<file path="src/matrix_inverse_4x4_macros.svh">
// assertion helpers used by the top-level rtl
`ifndef MATRIX_INVERSE_4X4_MACROS_SVH
`define MATRIX_INVERSE_4X4_MACROS_SVH

// same-cycle implication, disabled in reset
`define MINV_ASSERT_NOW(lbl, ante, cons, msg) \
	lbl: assert property (@(posedge clk) disable iff (!arst_n) (ante) |-> (cons)) \
		else $error(msg);

// next-cycle implication, disabled in reset
`define MINV_ASSERT_NEXT(lbl, ante, cons, msg) \
	lbl: assert property (@(posedge clk) disable iff (!arst_n) (ante) |=> (cons)) \
		else $error(msg);

`endif

</file>
<file path="src/minv_pkg.sv">
`timescale 1ns / 1ps

package minv_pkg;

	// one result transaction as produced by the core
	typedef struct packed {
		logic [31:0] value;
		logic [3:0]  index;
		logic        singular;
		logic        saturated;
		logic        last;
	} res_t;

	localparam logic [3:0] LAST_INDEX = 4'd15;

endpackage

</file>
<file path="src/minv_core.sv">
`timescale 1ns / 1ps

module minv_core import minv_pkg::*; #(
	parameter int ELEM_WIDTH = 32,
	parameter int FRAC_BITS  = 16
) (
	input  logic                  clk,
	input  logic                  arst_n,
	input  logic                  start,
	output logic                  busy,
	output logic [3:0]            rd_addr_a,
	output logic [3:0]            rd_addr_b,
	input  logic [ELEM_WIDTH-1:0] rd_data_a,
	input  logic [ELEM_WIDTH-1:0] rd_data_b,
	output logic                  res_valid,
	input  logic                  res_take,
	output res_t                  res
);

	localparam int EW  = ELEM_WIDTH;
	localparam int AW  = 4 * EW + 3;
	localparam int AJ  = 3 * EW + 2;
	localparam int NW  = 3 * EW + 2 * FRAC_BITS;
	localparam int QW  = EW + 1;
	localparam int BW  = $clog2(EW);
	localparam int DCW = $clog2(NW);
	localparam bit IDN_SAT = (FRAC_BITS >= ELEM_WIDTH - 1);
	localparam logic [EW-1:0] MAXV  = {1'b0, {(EW-1){1'b1}}};
	localparam logic [EW-1:0] ONE_V = IDN_SAT ? MAXV : (EW'(1) << FRAC_BITS);
	localparam logic [QW-1:0] LIM_P = QW'(MAXV);
	localparam logic [QW-1:0] LIM_N = QW'(MAXV) + QW'(1);

	typedef enum logic [10:0] {
		S_IDLE = 11'b00000000001,
		S_RD   = 11'b00000000010,
		S_LD   = 11'b00000000100,
		S_MUL  = 11'b00000001000,
		S_WADJ = 11'b00000010000,
		S_DCHK = 11'b00000100000,
		S_IDN  = 11'b00001000000,
		S_DSET = 11'b00010000000,
		S_DIV  = 11'b00100000000,
		S_DFIN = 11'b01000000000,
		S_OUT  = 11'b10000000000
	} state_t;

	// one multiply-accumulate step of a 3x3 minor
	typedef struct packed {
		logic [1:0] ra;
		logic [1:0] rb;
		logic [1:0] ca;
		logic [1:0] cb;
		logic       mc_tmp;
		logic       dst_acc;
		logic       clr;
		logic       neg;
	} op_t;

	function automatic op_t op_decode(input logic [3:0] step);
		op_t o;
		o = '0;
		unique case (step)
			4'd0: o = '{2'd1, 2'd1, 2'd2, 2'd2, 1'b0, 1'b0, 1'b1, 1'b0};
			4'd1: o = '{2'd1, 2'd2, 2'd2, 2'd1, 1'b0, 1'b0, 1'b0, 1'b1};
			4'd2: o = '{2'd0, 2'd0, 2'd0, 2'd0, 1'b1, 1'b1, 1'b1, 1'b0};
			4'd3: o = '{2'd1, 2'd0, 2'd2, 2'd2, 1'b0, 1'b0, 1'b1, 1'b0};
			4'd4: o = '{2'd1, 2'd2, 2'd2, 2'd0, 1'b0, 1'b0, 1'b0, 1'b1};
			4'd5: o = '{2'd0, 2'd1, 2'd0, 2'd0, 1'b1, 1'b1, 1'b0, 1'b1};
			4'd6: o = '{2'd1, 2'd0, 2'd2, 2'd1, 1'b0, 1'b0, 1'b1, 1'b0};
			4'd7: o = '{2'd1, 2'd1, 2'd2, 2'd0, 1'b0, 1'b0, 1'b0, 1'b1};
			4'd8: o = '{2'd0, 2'd2, 2'd0, 2'd0, 1'b1, 1'b1, 1'b0, 1'b0};
			default: o = '0;
		endcase
		return o;
	endfunction

	// index that skips the excluded row or column
	function automatic logic [1:0] skip(input logic [1:0] v, input logic [1:0] excl);
		return (v < excl) ? v : v + 2'd1;
	endfunction

	state_t                state_q;
	logic [3:0]            p_q;
	logic [3:0]            step_q;
	logic [3:0]            k_q;
	logic                  det_ph_q;
	logic                  sing_q;
	logic                  dneg_q;
	logic                  qneg_q;
	logic                  ovf_q;
	logic [BW-1:0]         bit_q;
	logic [DCW-1:0]        dcnt_q;
	logic signed [AW-1:0]  tmp_q;
	logic signed [AW-1:0]  acc_q;
	logic [AW-1:0]         mc_q;
	logic [EW-1:0]         mr_q;
	logic [AW-1:0]         dvs_q;
	logic [AW-1:0]         rem_q;
	logic [NW-1:0]         num_q;
	logic [QW-1:0]         quo_q;
	logic signed [AJ-1:0]  adj_q [16];
	res_t                  res_q;

	op_t                   op;
	logic                  neg_eff;
	logic                  mul_last;
	logic [AW-1:0]         add_a;
	logic [AW-1:0]         add_b;
	logic                  add_sub;
	logic [AW-1:0]         sum;
	logic [AW-1:0]         div_a;
	logic signed [AW-1:0]  adj_k_ext;
	logic signed [AW-1:0]  adj_det_ext;
	logic [QW-1:0]         quo_lim;
	logic                  quo_sat;
	logic [QW-1:0]         quo_mag;
	logic [QW-1:0]         quo_sgn;

	// current step and operand addressing
	always_comb begin
		op = det_ph_q ? op_t'{2'd0, 2'd0, 2'd0, 2'd0, 1'b0, 1'b1, (step_q == 4'd0), 1'b0}
			: op_decode(step_q);
		neg_eff = op.neg ^ (op.dst_acc & ~det_ph_q & (p_q[2] ^ p_q[0]));
		rd_addr_a = det_ph_q ? {2'b00, step_q[1:0]}
			: {skip(op.rb, p_q[1:0]), skip(op.ra, p_q[3:2])};
		rd_addr_b = {skip(op.cb, p_q[1:0]), skip(op.ca, p_q[3:2])};
	end

	assign mul_last    = (bit_q == BW'(EW - 1));
	assign adj_k_ext   = AW'(adj_q[k_q]);
	assign adj_det_ext = AW'(adj_q[{step_q[1:0], 2'b00}]);
	assign div_a       = {rem_q[AW-2:0], num_q[NW-1]};

	// the shared wide adder
	always_comb begin
		add_a   = '0;
		add_b   = '0;
		add_sub = 1'b0;
		unique case (state_q)
			S_MUL: begin
				add_a   = op.dst_acc ? acc_q : tmp_q;
				add_b   = mr_q[0] ? mc_q : '0;
				add_sub = neg_eff ^ mul_last;
			end
			S_DCHK: begin
				add_b   = acc_q;
				add_sub = 1'b1;
			end
			S_DSET: begin
				add_b   = adj_k_ext;
				add_sub = 1'b1;
			end
			S_DIV: begin
				add_a   = div_a;
				add_b   = dvs_q;
				add_sub = 1'b1;
			end
			default: begin
				add_sub = 1'b0;
			end
		endcase
		sum = add_a + (add_sub ? ~add_b : add_b) + AW'(add_sub);
	end

	// quotient clipping
	always_comb begin
		quo_lim = qneg_q ? LIM_N : LIM_P;
		quo_sat = ovf_q | (quo_q > quo_lim);
		quo_mag = quo_sat ? quo_lim : quo_q;
		quo_sgn = qneg_q ? (~quo_mag + QW'(1)) : quo_mag;
	end

	// sequencer and control state
	always_ff @(posedge clk or negedge arst_n) begin
		if (!arst_n) begin
			state_q  <= S_IDLE;
			p_q      <= '0;
			step_q   <= '0;
			k_q      <= '0;
			det_ph_q <= 1'b0;
			bit_q    <= '0;
			dcnt_q   <= '0;
		end else begin
			unique case (state_q)
				S_IDLE: begin
					if (start) begin
						state_q  <= S_RD;
						p_q      <= '0;
						step_q   <= '0;
						det_ph_q <= 1'b0;
					end
				end
				S_RD: state_q <= S_LD;
				S_LD: begin
					bit_q   <= '0;
					state_q <= S_MUL;
				end
				S_MUL: begin
					bit_q <= bit_q + BW'(1);
					if (mul_last) begin
						if (det_ph_q) begin
							if (step_q == 4'd3) begin
								state_q <= S_DCHK;
							end else begin
								step_q  <= step_q + 4'd1;
								state_q <= S_RD;
							end
						end else if (step_q == 4'd8) begin
							state_q <= S_WADJ;
						end else begin
							step_q  <= step_q + 4'd1;
							state_q <= S_RD;
						end
					end
				end
				S_WADJ: begin
					step_q  <= '0;
					state_q <= S_RD;
					if (p_q == LAST_INDEX) begin
						det_ph_q <= 1'b1;
					end else begin
						p_q <= p_q + 4'd1;
					end
				end
				S_DCHK: begin
					k_q     <= '0;
					state_q <= (acc_q == '0) ? S_IDN : S_DSET;
				end
				S_IDN: state_q <= S_OUT;
				S_DSET: begin
					dcnt_q  <= '0;
					state_q <= S_DIV;
				end
				S_DIV: begin
					dcnt_q <= dcnt_q + DCW'(1);
					if (dcnt_q == DCW'(NW - 1)) begin
						state_q <= S_DFIN;
					end
				end
				S_DFIN: state_q <= S_OUT;
				S_OUT: begin
					if (res_take) begin
						if (k_q == LAST_INDEX) begin
							state_q <= S_IDLE;
						end else begin
							k_q     <= k_q + 4'd1;
							state_q <= sing_q ? S_IDN : S_DSET;
						end
					end
				end
				default: state_q <= S_IDLE;
			endcase
		end
	end

	// datapath registers
	always_ff @(posedge clk) begin
		unique case (state_q)
			S_LD: begin
				mr_q <= rd_data_a;
				if (det_ph_q) begin
					mc_q <= adj_det_ext;
				end else if (op.mc_tmp) begin
					mc_q <= tmp_q;
				end else begin
					mc_q <= AW'(signed'(rd_data_b));
				end
				if (op.clr) begin
					if (op.dst_acc) begin
						acc_q <= '0;
					end else begin
						tmp_q <= '0;
					end
				end
			end
			S_MUL: begin
				if (op.dst_acc) begin
					acc_q <= sum;
				end else begin
					tmp_q <= sum;
				end
				mc_q <= mc_q << 1;
				mr_q <= mr_q >> 1;
			end
			S_WADJ: adj_q[p_q] <= acc_q[AJ-1:0];
			S_DCHK: begin
				sing_q <= (acc_q == '0);
				dneg_q <= acc_q[AW-1];
				dvs_q  <= acc_q[AW-1] ? sum : acc_q;
			end
			S_IDN: begin
				res_q.value     <= (k_q[1:0] == k_q[3:2]) ? 32'(ONE_V) : '0;
				res_q.index     <= k_q;
				res_q.singular  <= 1'b1;
				res_q.saturated <= IDN_SAT && (k_q[1:0] == k_q[3:2]);
				res_q.last      <= (k_q == LAST_INDEX);
			end
			S_DSET: begin
				num_q  <= {(adj_k_ext[AW-1] ? sum[3*EW-1:0] : adj_k_ext[3*EW-1:0]),
					{(2 * FRAC_BITS){1'b0}}};
				qneg_q <= adj_k_ext[AW-1] ^ dneg_q;
				rem_q  <= '0;
				quo_q  <= '0;
				ovf_q  <= 1'b0;
			end
			S_DIV: begin
				rem_q <= sum[AW-1] ? div_a : sum;
				quo_q <= {quo_q[QW-2:0], ~sum[AW-1]};
				ovf_q <= ovf_q | quo_q[QW-1];
				num_q <= num_q << 1;
			end
			S_DFIN: begin
				res_q.value     <= 32'(signed'(quo_sgn[EW-1:0]));
				res_q.index     <= k_q;
				res_q.singular  <= 1'b0;
				res_q.saturated <= quo_sat;
				res_q.last      <= (k_q == LAST_INDEX);
			end
			default: begin
				res_q <= res_q;
			end
		endcase
	end

	assign busy      = (state_q != S_IDLE);
	assign res_valid = (state_q == S_OUT);
	assign res       = res_q;

endmodule

</file>
<file path="config.mk">
export PLATFORM = sky130hd
export DESIGN_NAME = minv_core
export DESIGN_NICKNAME = d
export VERILOG_FILES = /design/src/matrix_inverse_4x4_macros.svh /design/src/minv_pkg.sv /design/src/minv_core.sv
export SDC_FILE = /design/constraint.sdc
export NUM_CORES = 2
export LEC_CHECK = 0
export BUFFER_PORTS_ARGS = -buffer_cell sky130_fd_sc_hd__buf_4
export CORE_UTILIZATION = 55
export CTS_BUF_LIST = sky130_fd_sc_hd__clkbuf_4 sky130_fd_sc_hd__clkbuf_8
export CTS_CLUSTER_DIAMETER = 80
export DETAILED_ROUTE_END_ITERATION = 8
export PLACE_DENSITY_LB_ADDON = 0.05
export SETUP_SLACK_MARGIN = 0.02
export SLEW_MARGIN = 20
export SYNTH_ARGS = -nofsm -noshare
export SYNTH_HDL_FRONTEND = slang
export SYNTH_SLANG_ARGS = --single-unit
</file>
<file path="constraint.sdc">
create_clock -name clk -period 12.9 [get_ports clk]
set_input_delay 1.935 -clock clk [delete_from_list [all_inputs] [get_ports clk]]
set_output_delay 1.935 -clock clk [all_outputs]
set_load 0.005 [all_outputs]
</file>
==> impl_metrics.tcl <==
set metrics [dict create \
    status "complete, but fails checks" \
    violations "DRC" \
    yosysUniqueCellTypes 97 \
    syn_nets 8599 \
    layout.nets 8719 \
    dieArea_sq_um 214900 \
    cap_viol_max_count 0 \
    clk_pin_slew_ps 60 \
    arrival_ps 10890 \
    fin_area_sq_um 129100 \
    cts_setup_buffers 0 \
    skew_ps 106.0 \
    hold_ws_ps 475.0 \
    die_y_um 463.6 \
    slowest_stage "dfrtp_4" \
    clkSinkCount 2462 \
    peakVddDrop_v 0.0001331 \
    setup_ws_ps 2901 \
    ant_nets 0 \
    max-slew-margin-rel 0.08844 \
    grt_pass1_wl_mm 521.4 \
    tns_ps 0 \
    postSynth.asyncResetShare 0.01462 \
    power.leakage_uw 0.04354 \
    seqCellArea_sq_um 73780 \
    grt_pass1_vias 75710 \
    coreArea_sq_um 211900 \
    wl_per_cell_um 30.66 \
    grt_max_degree 202 \
    cts_made_buffers 414 \
    area_growth_syn_to_layout_pct 10.12 \
    port_buffers 116 \
    crit_path_max_fanout 98 \
    ios 117 \
    rows 169 \
    ys_seq_area_frac 0.6293 \
    routed-via-count 77550 \
    cp_cell_sequence "buf_4 -> inv_1 -> ha_1 -> mux2i_1 -> o22ai_4 -> buf_4 -> nand2_1 -> xnor2_1 -> a21oi_4 -> buf_12 -> xnor2_1 -> ha_1 -> nand4_1 -> nor4_1 -> o31ai_1 -> nand3_1 -> a311o_1 -> o211ai_1 -> o41a_1 -> xor2_4 -> buf_12 -> nand2_1 -> a21oi_1" \
    place_area_sq_um 121100 \
    synth-seq-cells 2462 \
    worstPathRequired_ps 13800 \
    synthesis.area_sq_um 117200 \
    period_minus_slack_ps 9999 \
    antenna_found_initial 7 \
    dp_slack_ps 3222 \
    rsz0062_at_grt "no" \
    power_density_nw_per_um2 131.5 \
    postCtsHoldBufs 0 \
    synth_edf_count 2426 \
    r2r_slack_ps 2900 \
    firstDrtPassIters 9 \
    cts_tree "done" \
    hold_path.class "reg -> reg" \
    synthFlopType "edfxtp_1" \
    drive_gt1_frac 0.1936 \
    fmax_ghz 0.1000 \
    multi_input_area_sq_um 41210 \
    crit_path_max_incr_delay_ps 860 \
    endpoint_kind "flip-flop" \
    use_met3 0.06415 \
    finalMaxSlewViolations 0 \
    synthCells 8350 \
    root_buffer "clkbuf_8" \
    grt_use_met1 0.4872 \
    synth_top_cell_area_share 0.6216 \
    dp_hpwl_mm 215.9 \
    hold_viol_final 0 \
    finalSetupViolCount 0 \
    start_util 0.5531 \
    gr-usage-met2 0.4959 \
    tightest_slew_ps 1367 \
    start_kind "flip-flop" \
    grt_overflow 0 \
    grt_busiest_layer "met2" \
    period_share 0.7751 \
    drtIter0Drc 10760 \
    avgSynthCellArea_sq_um 14.03 \
    n_fill_cell 16270 \
    ctsLongestPathBuffers 4 \
    cts_htree_levels 5 \
    grtUsageTotal 0.3289 \
    insertion_delay_ps 1150 \
    wl_mm 355.7 \
    drt-vias-per-instance 6.683 \
    fin_util 0.6091 \
    die_width_um 463.6 \
    yosys.area.top_type "edfxtp_1" \
    drcViolationCount 2 \
    gp_congestion 0.9899 \
    synth.top_cells.by_area "edfxtp_1 62%, mux4_2 11%, nand2_1 3.7%" \
    post_cts_resized 0 \
    yosysWarnings 0 \
    crit_type "reg -> reg" \
]
==> power breakdown <==
group / switching, uW / internal [uW] / total, uW
clock network: 3190 / 3630 / 6810
logic: 724 / 449 / 1170
registers: 105 / 8890 / 8990
total: 4010 / 13000 / 17000
==> cells in the final DEF (no fill, tap or decap), drive strengths merged, types with 22 or more instances in the layout <==
| cell type | synthesis | final |
|---|---|---|
| a211oi | 29 | 29 |
| a21o | 49 | 49 |
| a21oi | 628 | 628 |
| a222oi | 132 | 132 |
| a31oi | 96 | 96 |
| and2 | 135 | 135 |
| and3 | 26 | 26 |
| buf | 141 | 267 |
| clkbuf | 422 | 540 |
| clkinv | 1 | 160 |
| dfrtp | 35 | 35 |
| edfxtp | 2426 | 2426 |
| ha | 180 | 180 |
| inv | 95 | 101 |
| mux2 | 132 | 132 |
| mux2i | 183 | 183 |
| mux4 | 582 | 582 |
| nand2 | 1170 | 1170 |
| nand3 | 67 | 67 |
| nand4 | 86 | 86 |
| nor2 | 488 | 488 |
| nor3 | 70 | 70 |
| nor4 | 60 | 60 |
| o21a | 37 | 37 |
| o21ai | 466 | 466 |
| o21bai | 44 | 44 |
| or2 | 22 | 22 |
| or3 | 31 | 31 |
| xnor2 | 224 | 224 |
| xor2 | 63 | 63 |
==> critical path, delay by kind of cell (launching register included) <==
kind,cells,cell delay [ps]
buffers and inverters,5,2440
XOR/XNOR,3,1130
multiplexers,1,490
AO/OA/AOI/OAI,7,1980
adder cells (fa/ha/maj),2,780
flip-flops,1,860
AND/OR/NAND/NOR,5,1700
==> area by class of cell <==
| class | instances | share of cell area |
|---|---|---|
| Clock inverter | 186 | 0.009220 |
| Clock buffer | 540 | 0.05177 |
| Antenna cell | 3 | 0.00005817 |
| Multi-Input combinational cell | 5229 | 0.3193 |
| Inverter | 96 | 0.002850 |
| Timing Repair Buffer | 267 | 0.01772 |
| Sequential cell | 2462 | 0.5717 |
| Tap cell | 2821 | 0.02735 |
==> layer usage <==
| layer | up-vias | wire, um |
|---|---|---|
| met3 | 584 | 36970 |
| met1 | 39650 | 146800 |
| met2 | 4598 | 162100 |
| li1 | 32710 | - |
| met5 | - | 27 |
| met4 | 4 | 9880 |
==> cell usage after synthesis (all sizes together), types with 7 or more instances <==
master     n
ha       180
a222oi   132
a31oi     96
nand2   1170
mux2i    183
nor3      70
a21oi    628
dfrtp     35
a21boi    13
a211oi    29
nor2b     19
nor2     488
nor4      60
o21ai    466
and2     135
or3       31
buf      141
xor2      63
o31ai     19
edfxtp  2426
inv       95
and4      11
and3      26
nor3b      7
mux2     132
nand2b    20
nand3     67
nand4     86
a21o      49
clkbuf   422
o21a      37
a221oi     9
xnor2    224
o211ai    20
mux4     582
o21bai    44
or2       22
==> cell families after synthesis <==
kind of cell,after synthesis,share of synthesized area
compound gates,1630,0.08462
xor+xnor,287,0.02151
fa+ha+maj,181,0.01939
buf+inv,659,0.02150
flops,2462,0.6293
mux,897,0.1402
simple gates,2234,0.08344
==> final timing paths <==
path,from,depth (start not counted),to
min in group asynchronous,arst_n,1,dcnt_q[0]
setup / recovery,step_q[1],23,rem_q[44]
hold / removal,mr_q[6],2,mr_q[5]
hold reg to reg,mr_q[6],2,mr_q[5]
max in group asynchronous,arst_n,1,k_q[1]
setup reg to reg,step_q[1],23,rem_q[44]
==> sequential cells by signal, indices dropped and copies added (netlist names), 5 cells and up <==
register and count:
adj_q 1568, acc_q 131, dvs_q 131, mc_q 131, tmp_q 131, rem_q 130
num_q 96, res 39, quo_q 33, mr_q 32, state_q 11, dcnt_q 7
bit_q 5
==> stage by stage <==
step	instances	total power (uW)
6_report	11600	16980
5_1_grt	11600	17480
4_1_cts	11600	17040
3_5_place_dp	10870	10310
3_3_place_gp	10870	10300
2_1_floorplan	8350	9951
(Power assumes the default switching activity.)
